<file path="config.mk">
export PLATFORM = sky130hd
export DESIGN_NAME = stepper_ramp_step_generator_top
export DESIGN_NICKNAME = d
export VERILOG_FILES = /design/src/design/srsg_pkg.sv /design/src/design/stepper_ramp_step_generator_top.sv
export SDC_FILE = /design/constraint.sdc
export NUM_CORES = 1
export LEC_CHECK = 0
export ABC_AREA = 0
export BUFFER_PORTS_ARGS = -buffer_cell sky130_fd_sc_hd__buf_2
export CAP_MARGIN = 30
export CORE_AREA = 10 10 220 222
export CTS_CLUSTER_SIZE = 8
export DETAILED_ROUTE_END_ITERATION = 8
export DIE_AREA = 0 0 230 232
export MAX_ROUTING_LAYER = met4
export PLACE_DENSITY = 0.54
export SYNTH_ARGS = -nofsm -noshare
export SYNTH_HDL_FRONTEND = slang
export SYNTH_SLANG_ARGS = --single-unit
</file>
<file path="constraint.sdc">
create_clock -name clock -period 7.3 [get_ports clock]
set_input_delay 0.73 -clock clock [delete_from_list [all_inputs] [get_ports clock]]
set_output_delay 0.73 -clock clock [all_outputs]
set_load 0.01 [all_outputs]
</file>
<file path="src/design/srsg_pkg.sv">
// ----------------------------------------------------------------------------
// srsg_pkg: shared types and constants of the stepper ramp step generator
// Holds the command codes, field widths and the acceleration ramp table.
// ----------------------------------------------------------------------------
`default_nettype none

package srsg_pkg;

   // Field widths.
   localparam int unsigned CMD_W    = 2;
   localparam int unsigned POS_W    = 32;
   localparam int unsigned WAIT_W   = 22;
   localparam int unsigned DELAY_W  = 16;
   localparam int unsigned THRESH_W = 13;

   // Ramp table geometry.
   localparam int unsigned ROM_SIZE = 28;
   localparam int unsigned RIDX_W   = 5;

   // Reset value of the homing delay register.
   localparam logic [DELAY_W-1:0] HOME_DELAY_RESET = 16'd150;

   // Command codes.
   localparam logic [CMD_W-1:0] CMD_SET_TARGET = 2'd0;
   localparam logic [CMD_W-1:0] CMD_MOVE_STEP  = 2'd1;
   localparam logic [CMD_W-1:0] CMD_HOME_TICK  = 2'd2;
   localparam logic [CMD_W-1:0] CMD_NONE       = 2'd3;

   // One ramp table entry: step count at which it applies and its delay.
   typedef struct packed {
      logic [THRESH_W-1:0] thresh;
      logic [WAIT_W-1:0]   delay;
   } ramp_entry_type;

   // Acceleration ramp table, indexed by the ramp position.
   function automatic ramp_entry_type ramp_rom(input logic [RIDX_W-1:0] idx);
      ramp_entry_type e;
      case (idx)
         5'd0:    e = '{13'd0,    22'd2577320};
         5'd1:    e = '{13'd1,    22'd55432};
         5'd2:    e = '{13'd3,    22'd8013};
         5'd3:    e = '{13'd7,    22'd4132};
         5'd4:    e = '{13'd14,   22'd2392};
         5'd5:    e = '{13'd24,   22'd1502};
         5'd6:    e = '{13'd40,   22'd1006};
         5'd7:    e = '{13'd62,   22'd708};
         5'd8:    e = '{13'd92,   22'd521};
         5'd9:    e = '{13'd183,  22'd172};
         5'd10:   e = '{13'd289,  22'd147};
         5'd11:   e = '{13'd412,  22'd128};
         5'd12:   e = '{13'd551,  22'd112};
         5'd13:   e = '{13'd707,  22'd100};
         5'd14:   e = '{13'd880,  22'd90};
         5'd15:   e = '{13'd1071, 22'd82};
         5'd16:   e = '{13'd1277, 22'd76};
         5'd17:   e = '{13'd1499, 22'd70};
         5'd18:   e = '{13'd1736, 22'd66};
         5'd19:   e = '{13'd1986, 22'd63};
         5'd20:   e = '{13'd2260, 22'd57};
         5'd21:   e = '{13'd2542, 22'd55};
         5'd22:   e = '{13'd2831, 22'd54};
         5'd23:   e = '{13'd3129, 22'd53};
         5'd24:   e = '{13'd3432, 22'd52};
         5'd25:   e = '{13'd3738, 22'd51};
         5'd26:   e = '{13'd4047, 22'd50};
         5'd27:   e = '{13'd4669, 22'd50};
         default: e = '{'0, '0};
      endcase
      return e;
   endfunction

endpackage

`default_nettype wire

</file>
<file path="src/design/stepper_ramp_step_generator_top.sv">
// ----------------------------------------------------------------------------
// stepper_ramp_step_generator_top: two-axis stepper step generator
// Decides one step per command beat, with an acceleration ramp for moves and
// a fixed-delay homing sequence.
// ----------------------------------------------------------------------------
// A command beat passes the input register and then the result register, whose
// valid bit drives rsp_valid for the result beat.
// Throughput: one command beat per cycle; busy stays low, since the state
// update for one beat fits between the input register and the result register.
// Reset: synchronous, active high; clears positions, targets, the ramp and the
// homing delay (back to 150 us). The receiver cannot stall the result strobe.
`default_nettype none

module stepper_ramp_step_generator_top #(
   parameter int unsigned RAMP_ENTRIES = 28
) (
   input  wire                                 clock,
   input  wire                                 reset,
   // Command channel.
   input  wire                                 start,
   output logic                                busy,
   input  wire  [srsg_pkg::CMD_W-1:0]          req_cmd,
   input  wire                                 req_axis,
   input  wire  signed [srsg_pkg::POS_W-1:0]   req_target,
   input  wire                                 req_home_sense,
   // Configuration register.
   input  wire                                 csr_wr_en,
   input  wire  [srsg_pkg::DELAY_W-1:0]        csr_wr_data,
   // Result channel.
   output logic                                rsp_valid,
   output logic                                rsp_pulse,
   output logic                                rsp_dir_level,
   output logic [srsg_pkg::WAIT_W-1:0]         rsp_wait_us,
   output logic signed [srsg_pkg::POS_W-1:0]   rsp_position,
   output logic                                rsp_done_res
);

   // Number of ramp entries in use, capped at the table size.
   localparam int unsigned RAMP_LIMIT_I =
      (RAMP_ENTRIES < srsg_pkg::ROM_SIZE) ? RAMP_ENTRIES : srsg_pkg::ROM_SIZE;
   localparam logic [srsg_pkg::RIDX_W-1:0] RAMP_LIMIT = RAMP_LIMIT_I[srsg_pkg::RIDX_W-1:0];

   localparam int unsigned PW = srsg_pkg::POS_W;
   localparam int unsigned WW = srsg_pkg::WAIT_W;

   // Input register.
   logic                        in_valid_ff;
   logic [srsg_pkg::CMD_W-1:0]  cmd_ff;
   logic                        axis_ff;
   logic [PW-1:0]               target_ff;
   logic                        sense_ff;

   // Block state.
   logic [srsg_pkg::DELAY_W-1:0] home_delay_ff;
   logic [PW-1:0]                pos_ff [2];
   logic [PW-1:0]                tgt_ff [2];
   logic [PW-1:0]                step_cnt_ff, step_cnt_in;
   logic [srsg_pkg::RIDX_W-1:0]  ramp_idx_ff, ramp_idx_in;
   logic [WW-1:0]                cur_wait_ff, cur_wait_in;
   logic [PW-1:0]                pos_in, tgt_in;

   // Result register.
   logic          rsp_valid_ff;
   logic          pulse_ff, pulse_in;
   logic          dir_ff, dir_in;
   logic [WW-1:0] wait_ff, wait_in;
   logic [PW-1:0] position_ff;
   logic          done_ff, done_in;

   // Working values for the selected axis.
   logic [PW-1:0]            cur_pos;
   logic [PW-1:0]            cur_tgt;
   logic                     at_target;
   logic                     go_up;
   logic [PW-1:0]            stepped_pos;
   srsg_pkg::ramp_entry_type ramp_entry;
   logic                     ramp_hit;

   assign busy = 1'b0;

   // Capture the command beat.
   always_ff @(posedge clock) begin
      if (reset) begin
         in_valid_ff <= 1'b0;
      end else begin
         in_valid_ff <= start;
      end
      cmd_ff    <= req_cmd;
      axis_ff   <= req_axis;
      target_ff <= req_target;
      sense_ff  <= req_home_sense;
   end

   // Homing delay register.
   always_ff @(posedge clock) begin
      if (reset) begin
         home_delay_ff <= srsg_pkg::HOME_DELAY_RESET;
      end else if (csr_wr_en) begin
         home_delay_ff <= csr_wr_data;
      end
   end

   // Selected axis, direction and ramp table lookup.
   always_comb begin
      cur_pos     = pos_ff[axis_ff];
      cur_tgt     = tgt_ff[axis_ff];
      at_target   = (cur_pos == cur_tgt);
      go_up       = ($signed(cur_tgt) > $signed(cur_pos));
      stepped_pos = go_up ? (cur_pos + {{(PW-1){1'b0}}, 1'b1})
                          : (cur_pos - {{(PW-1){1'b0}}, 1'b1});
      ramp_entry  = srsg_pkg::ramp_rom(ramp_idx_ff);
      ramp_hit    = (ramp_idx_ff < RAMP_LIMIT) &&
                    (step_cnt_ff == {{(PW-srsg_pkg::THRESH_W){1'b0}}, ramp_entry.thresh});
   end

   // Next state and result for the registered command.
   always_comb begin
      step_cnt_in = step_cnt_ff;
      ramp_idx_in = ramp_idx_ff;
      cur_wait_in = cur_wait_ff;
      pos_in      = cur_pos;
      tgt_in      = cur_tgt;
      pulse_in    = 1'b0;
      dir_in      = 1'b0;
      wait_in     = '0;
      done_in     = at_target;
      case (cmd_ff)
         srsg_pkg::CMD_SET_TARGET: begin
            tgt_in      = target_ff;
            step_cnt_in = '0;
            ramp_idx_in = '0;
            done_in     = (cur_pos == target_ff);
         end
         srsg_pkg::CMD_MOVE_STEP: begin
            if (!at_target) begin
               if (ramp_hit) begin
                  cur_wait_in = ramp_entry.delay;
                  ramp_idx_in = ramp_idx_ff + {{(srsg_pkg::RIDX_W-1){1'b0}}, 1'b1};
               end
               if (step_cnt_ff != {PW{1'b1}}) begin
                  step_cnt_in = step_cnt_ff + {{(PW-1){1'b0}}, 1'b1};
               end
               pos_in   = stepped_pos;
               pulse_in = 1'b1;
               // Pin polarity is inverted on the y axis.
               dir_in   = go_up ^ axis_ff;
               wait_in  = cur_wait_in;
               done_in  = (stepped_pos == cur_tgt);
            end
         end
         srsg_pkg::CMD_HOME_TICK: begin
            if (sense_ff) begin
               pos_in  = '0;
               tgt_in  = '0;
               done_in = 1'b1;
            end else begin
               // Homing moves negative: x pin low, y pin high.
               pulse_in = 1'b1;
               dir_in   = axis_ff;
               wait_in  = {{(WW-srsg_pkg::DELAY_W){1'b0}}, home_delay_ff};
               done_in  = 1'b0;
            end
         end
         default: begin
            done_in = at_target;
         end
      endcase
   end

   // State update, taken only for a valid registered beat.
   always_ff @(posedge clock) begin
      if (reset) begin
         pos_ff[0]   <= '0;
         pos_ff[1]   <= '0;
         tgt_ff[0]   <= '0;
         tgt_ff[1]   <= '0;
         step_cnt_ff <= '0;
         ramp_idx_ff <= '0;
         cur_wait_ff <= '0;
      end else if (in_valid_ff) begin
         pos_ff[axis_ff] <= pos_in;
         tgt_ff[axis_ff] <= tgt_in;
         step_cnt_ff     <= step_cnt_in;
         ramp_idx_ff     <= ramp_idx_in;
         cur_wait_ff     <= cur_wait_in;
      end
   end

   // Result register.
   always_ff @(posedge clock) begin
      if (reset) begin
         rsp_valid_ff <= 1'b0;
      end else begin
         rsp_valid_ff <= in_valid_ff;
      end
      pulse_ff    <= pulse_in;
      dir_ff      <= dir_in;
      wait_ff     <= wait_in;
      position_ff <= pos_in;
      done_ff     <= done_in;
   end

   assign rsp_valid     = rsp_valid_ff;
   assign rsp_pulse     = pulse_ff;
   assign rsp_dir_level = dir_ff;
   assign rsp_wait_us   = wait_ff;
   assign rsp_position  = position_ff;
   assign rsp_done_res  = done_ff;

endmodule

`default_nettype wire

</file>
[After elaboration in Yosys (flattened, before gate mapping)]
Memories as Yosys holds them, arrays and structs flattened. A register that Yosys moved wholly into a read port is not among the register bits.
Cells that the tools add are included.
Operators by class
  add/subtract/negate cells: 4
  $lt $le $gt $ge: 2
  equal/unequal tests: 10
  multiplexer cells: 38
  bitwise logic cells: 2
  reductions and logical operators: 8
Operators with widths (number)
  2-to-1 mux 32 bit: 8
  case mux 32 bit (2 select lines): 3
  equality test 32 bit: 3
  adder 32 x 1 -> 32 bit (second input constant): 2
  OR reduction 32 bit: 2
  2-to-1 mux 22 bit: 2
  case mux 22 bit (2 select lines): 1
  equality test 32 x 13 -> 1 bit: 1
  greater-than comparator 32 bit: 1
  != test 32 bit (second input constant): 1
  subtractor 32 x 1 -> 32 bit (second input constant): 1
  2-to-1 mux 5 bit: 4
  2-to-1 mux 16 bit: 1
  2-to-1 mux 1 bit: 15
  case mux 5 bit (2 select lines): 1
  AND reduction 4 bit: 2
  != test 2 bit (second input constant): 3
  adder 5 x 1 -> 5 bit (second input constant): 1
  < comparator 5 bit (second input constant): 1
  case mux 1 bit (2 select lines): 2
  case mux 1 bit (3 select lines): 1
  AND reduction 3 bit: 1
  equality test 2 x 1 -> 1 bit (second input constant): 1
  equality test 2 bit (second input constant): 1
  5 further kinds: 5
Word-level totals
  bits in registers: 170
  bits in writable memories: 128
  bits in read-only memories: 1024
  bits of input ports: 56
  output and inout bits: 59
  word-level logic and storage cells: 82
  memories: 3
Memory list
  (name not given): words 32, bits a word 32, read ports 1, clocked after memory_dff 1, write ports 0, line srsg_pkg.sv:38  | case (idx)
  pos_ff: words 2, bits a word 32, read ports 1, clocked after memory_dff 1, write ports 2, line stepper_ramp_step_generator_top.sv:55  | logic [PW-1:0] pos_ff [2];
  tgt_ff: words 2, bits a word 32, read ports 1, clocked after memory_dff 1, write ports 2, line stepper_ramp_step_generator_top.sv:56  | logic [PW-1:0] tgt_ff [2];

[Longest topological paths before layout]
  word-level depth: 7
  mapped depth: 26
  depth with buffers taken out: 20

[Worst setup path after synthesis]
No wires, ideal clock.
  path kind: reg2reg
  start point: register, netlist name axis_ff
  end point: register done_ff, in the netlist rsp_done_res
  library setup time: 59 ps
  arrival: 6323 ps
  data required time: 7241 ps
  slack: 918 ps
  stages on the path, launching flop included: 25
  path buffers: 7
  period minus slack after synthesis: 6382 ps
  path through: dfxtp_1 > buf_2 > buf_1 > buf_2 > clkbuf_1 > mux2_2 > ha_1 > nand4_1 > or4_4 > nor4b_1 > or2_2 > ha_1 > clkbuf_1 > and3_1 > clkbuf_1 > and2_1 > a22o_1 > or2_1 > clkbuf_1 > o41ai_1 > nor4bb_1 > xor2_1 > nor4_1 > nand4b_1 > nand2_1
RTL lines
  to (signal assigned): line stepper_ramp_step_generator_top.sv:200  | done_ff <= done_in;
  to (decl): line stepper_ramp_step_generator_top.sv:68  | logic done_ff, done_in;

==> impl_metrics.py <==
metrics = {
    "run_status": {
        "status": "finished, final reports clean",
    },
    "setup_path": {
        "worstSetupPathType": "reg -> reg",
        "arrival_ns": 7.45,
        "r2r_cells": 19,
        "reg2reg_to": "rsp_done_res",
        "r2r-start": "axis_ff",
        "cp.required_ns": 7.82,
        "r2r_slack_ns": 0.38,
        "cp-end-kind": "flop",
        "cp_max_fo": 24,
        "crit_path_start_kind": "flop",
    },
    "die": {
        "coreArea_um2": 43930,
        "ios": 115,
        "fp-row-count": 77,
        "dieArea_um2": 53360,
        "die_y_um": 232,
        "start_util": 0.3953,
        "die_w_um": 230,
    },
    "global_routing": {
        "grt_usage": 0.2061,
        "grt_pass1_vias": 14180,
        "grt_max_degree": 65,
        "grt_pass1_wl_mm": 83.98,
        "grt_overflow": 0,
        "antenna_found_initial": 0,
    },
    "place": {
        "port_buffers": 113,
        "globalplace.congestion": 0.9830,
        "dp_hpwl_mm": 40.33,
        "placed_cells": 2504,
        "dpl_worst_slack_ns": 0.4389,
        "placed_area_um2": 18750,
    },
    "layout": {
        "final_cell_mix": "nor2_1 (274), dfxtp_1 (198), nand2_1 (144)",
        "fin_cells": 2580,
        "antenna_cells": 0,
        "syn_to_final_growth_pct": 15.91,
        "nets": 2100,
        "mostFrequentLayoutCell": "nor2_1",
        "drive_gt1_frac": 0.1393,
        "fillers": 4329,
        "design_area_um2": 20130,
        "post-route-util": 0.4582,
    },
    "hold_path": {
        "hold_end": "target_ff[25]",
        "whs_path_depth": 1,
        "min_from": "req_target[25]",
        "hp-class": "in -> reg",
    },
    "drt": {
        "firstDrtPassIters": 7,
        "viasPerCell": 5.401,
        "vias": 13940,
        "wl_per_cell_um": 21.06,
        "drc": 0,
        "finalWirelength_mm": 54.35,
        "ant_nets": 0,
        "first_iter_violations": 927,
    },
    "logic_synthesis": {
        "ys_warn_count": 0,
        "yosys-top-cells-area": "dfxtp_1 (23%), edfxtp_1 (22%), nor2_1 (5.9%), ha_1 (5.8%), mux2i_1 (4.1%)",
        "async_flop_share": 0,
        "synth_edf_count": 128,
        "synth-seq-cells": 327,
        "ys_types": 97,
        "synth_top_area_frac": 0.2294,
        "syn_area_um2": 17370,
        "synthesis.instances": 1848,
        "synth_largest_area_cell": "dfxtp_1",
        "synth_ff_type": "dfxtp_1",
        "synthesis.nets": 1986,
        "syn_area_per_cell_um2": 9.398,
        "ys_seq_area_frac": 0.4507,
    },
    "clock_tree": {
        "path_clk_slew_ns": 0.05,
        "cts_inserted_buffers": 47,
        "clk_path_buf_depth": 3,
        "worstSkewPairLatency_ns": 0.58,
        "cts_sinks": 327,
        "tritoncts": "done",
        "clock-root-buffer": "clkbuf_16",
        "htreeDepth": 2,
    },
    "sta": {
        "setup_viol": 0,
        "slew-limit-headroom": 0.3470,
        "clock_skew_ns": 0.02320,
        "fin_crit_ns": 6.921,
        "rsz0062_at_grt": "no",
        "tightest_slew_ns": 0.9721,
        "fmax_ghz": 0.1445,
        "fin_ws_ns": 0.3788,
        "hold_viol_final": 0,
        "drv_slew": 0,
        "tns_ns": 0,
        "finalCritPeriodShare": 0.9481,
    },
    "power_and_ir_drop": {
        "power.density_nw_per_um2": 266.8,
        "leakagePower_nw": 8.424,
        "irDropWorstVdd_uv": 159.5,
    },
    "run": {
        "cap_violations": 0,
    },
}
-- final cells by class --
cell class,instances,area (µm²),share of cell area
multi-input combinational,1323,8810,0.4377
sequential,327,7831,0.3890
clock buffer,70,1262,0.06272
timing repair buffer,159,1003,0.04985
tap,592,740.7,0.03680
inverter,104,391.6,0.01946
clock inverter,5,90.09,0.004475
-- critical path: stages, from the launching register on --
cell and delay (ns):
dfxtp_4 0.63, mux2i_1 0.50, inv_1 0.28, ha_1 0.36, nand4_1 0.20, or4_4 0.64
a32oi_1 0.23, mux2i_1 0.28, or2_2 0.54, ha_1 0.46, a21oi_1 0.43, o21ai_0 0.33
a22o_1 0.30, or2_1 0.36, o41ai_1 0.36, nor4bb_1 0.13, xor2_1 0.20, nor4_1 0.38
nand4b_1 0.14, nand2_1 0.09
-- power breakdown --
group | leakage [nW] | switching, mW | total [mW] | internal [mW]
clock network | 0.647 | 0.781 | 2.00 | 1.22
registers | 2.96 | 0.0386 | 2.03 | 1.99
logic | 4.81 | 0.854 | 1.34 | 0.487
total | 8.42 | 1.67 | 5.37 | 3.70
-- Yosys cell counts (5+ instances only) --
cell type    n
nor2_1     274
dfxtp_1    199
nand2_1    145
edfxtp_1   128
a21oi_1    123
inv_1      101
ha_1        81
mux2i_1     72
xor2_1      67
o21ai_0     66
clkbuf_1    62
xnor2_1     56
nand4_1     46
a22oi_1     37
nor3_1      37
nand3_1     33
mux2_2      26
nor4_1      19
buf_2       16
and3_1      15
buf_1       12
a21o_1      11
nor2b_1     11
and2_1       9
or3_1        9
nand2b_1     8
o21a_1       8
o21ai_1      8
o21bai_1     8
a211o_1      7
a211oi_1     7
o31ai_1      7
a2bb2oi_1    6
nor3b_1      6
o211ai_1     6
o22ai_1      6
a221oi_1     5
a31oi_1      5
o22a_1       5
-- sequential cells by signal, summed over array words and instances, names as in the netlist --
signal,cells
rsp_wait_us,22
rsp_position,32
rsp_valid,1
pos_ff,64
rsp_pulse,1
sense_ff,1
in_valid_ff,1
rsp_dir_level,1
axis_ff,1
step_cnt_ff,32
tgt_ff,64
ramp_entry,29
ramp_idx_ff,5
rsp_done_res,1
target_ff,32
cur_wait_ff,22
cmd_ff,2
home_delay_ff,16
-- worst max path at each step --
stage | startpoint | end | slack [ns] | cells past startpoint
6_report | axis_ff | rsp_done_res | 0.38 | 19
5_1_grt | axis_ff | rsp_done_res | 0.01 | 19
3_3_place_gp | axis_ff | rsp_done_res | 0.49 | 20
3_5_place_dp | axis_ff | rsp_done_res | 0.44 | 18
4_1_cts | axis_ff | rsp_done_res | 0.42 | 20
2_1_floorplan | axis_ff | rsp_done_res | 0.92 | 24
-- through the flow --
step	hold slack (ns)	total power, mW
2_1_floorplan	0.4173	2.930
3_3_place_gp	0.4334	3.395
3_5_place_dp	0.4379	3.395
4_1_cts	0.2253	5.419
5_1_grt	0.2329	5.626
6_report	0.2500	5.370
-- what timing repair did --
action / in CTS / in global routing
setup buffers: 0 / 0
setup endpoints to repair: 0 / 1
resized for setup: 0 / 2
hold buffers: 0 / 0
-- layer usage --
layer  global-route usage  share of wire  vias to the layer above
met5                    -              0                        -
met4              0.05694          0.022                        0
met3              0.02810          0.036                       66
met2               0.3503           0.50                      288
met1               0.2525           0.44                     6791
li1                     -              -                     6790
-- cell families after synthesis --
logic type,Yosys count,share of synthesized area
muxes,98,0.05836
DFF,327,0.4507
buffers and inverters,198,0.04510
and+or+nand+nor,640,0.1706
xor gates and xnor gates,132,0.07305
AOI/OAI and AO/OA,370,0.1424
other,1,0.0002159
adders and majority gates,82,0.05951
No activity file was read; power rests on OpenSTA's default activity.
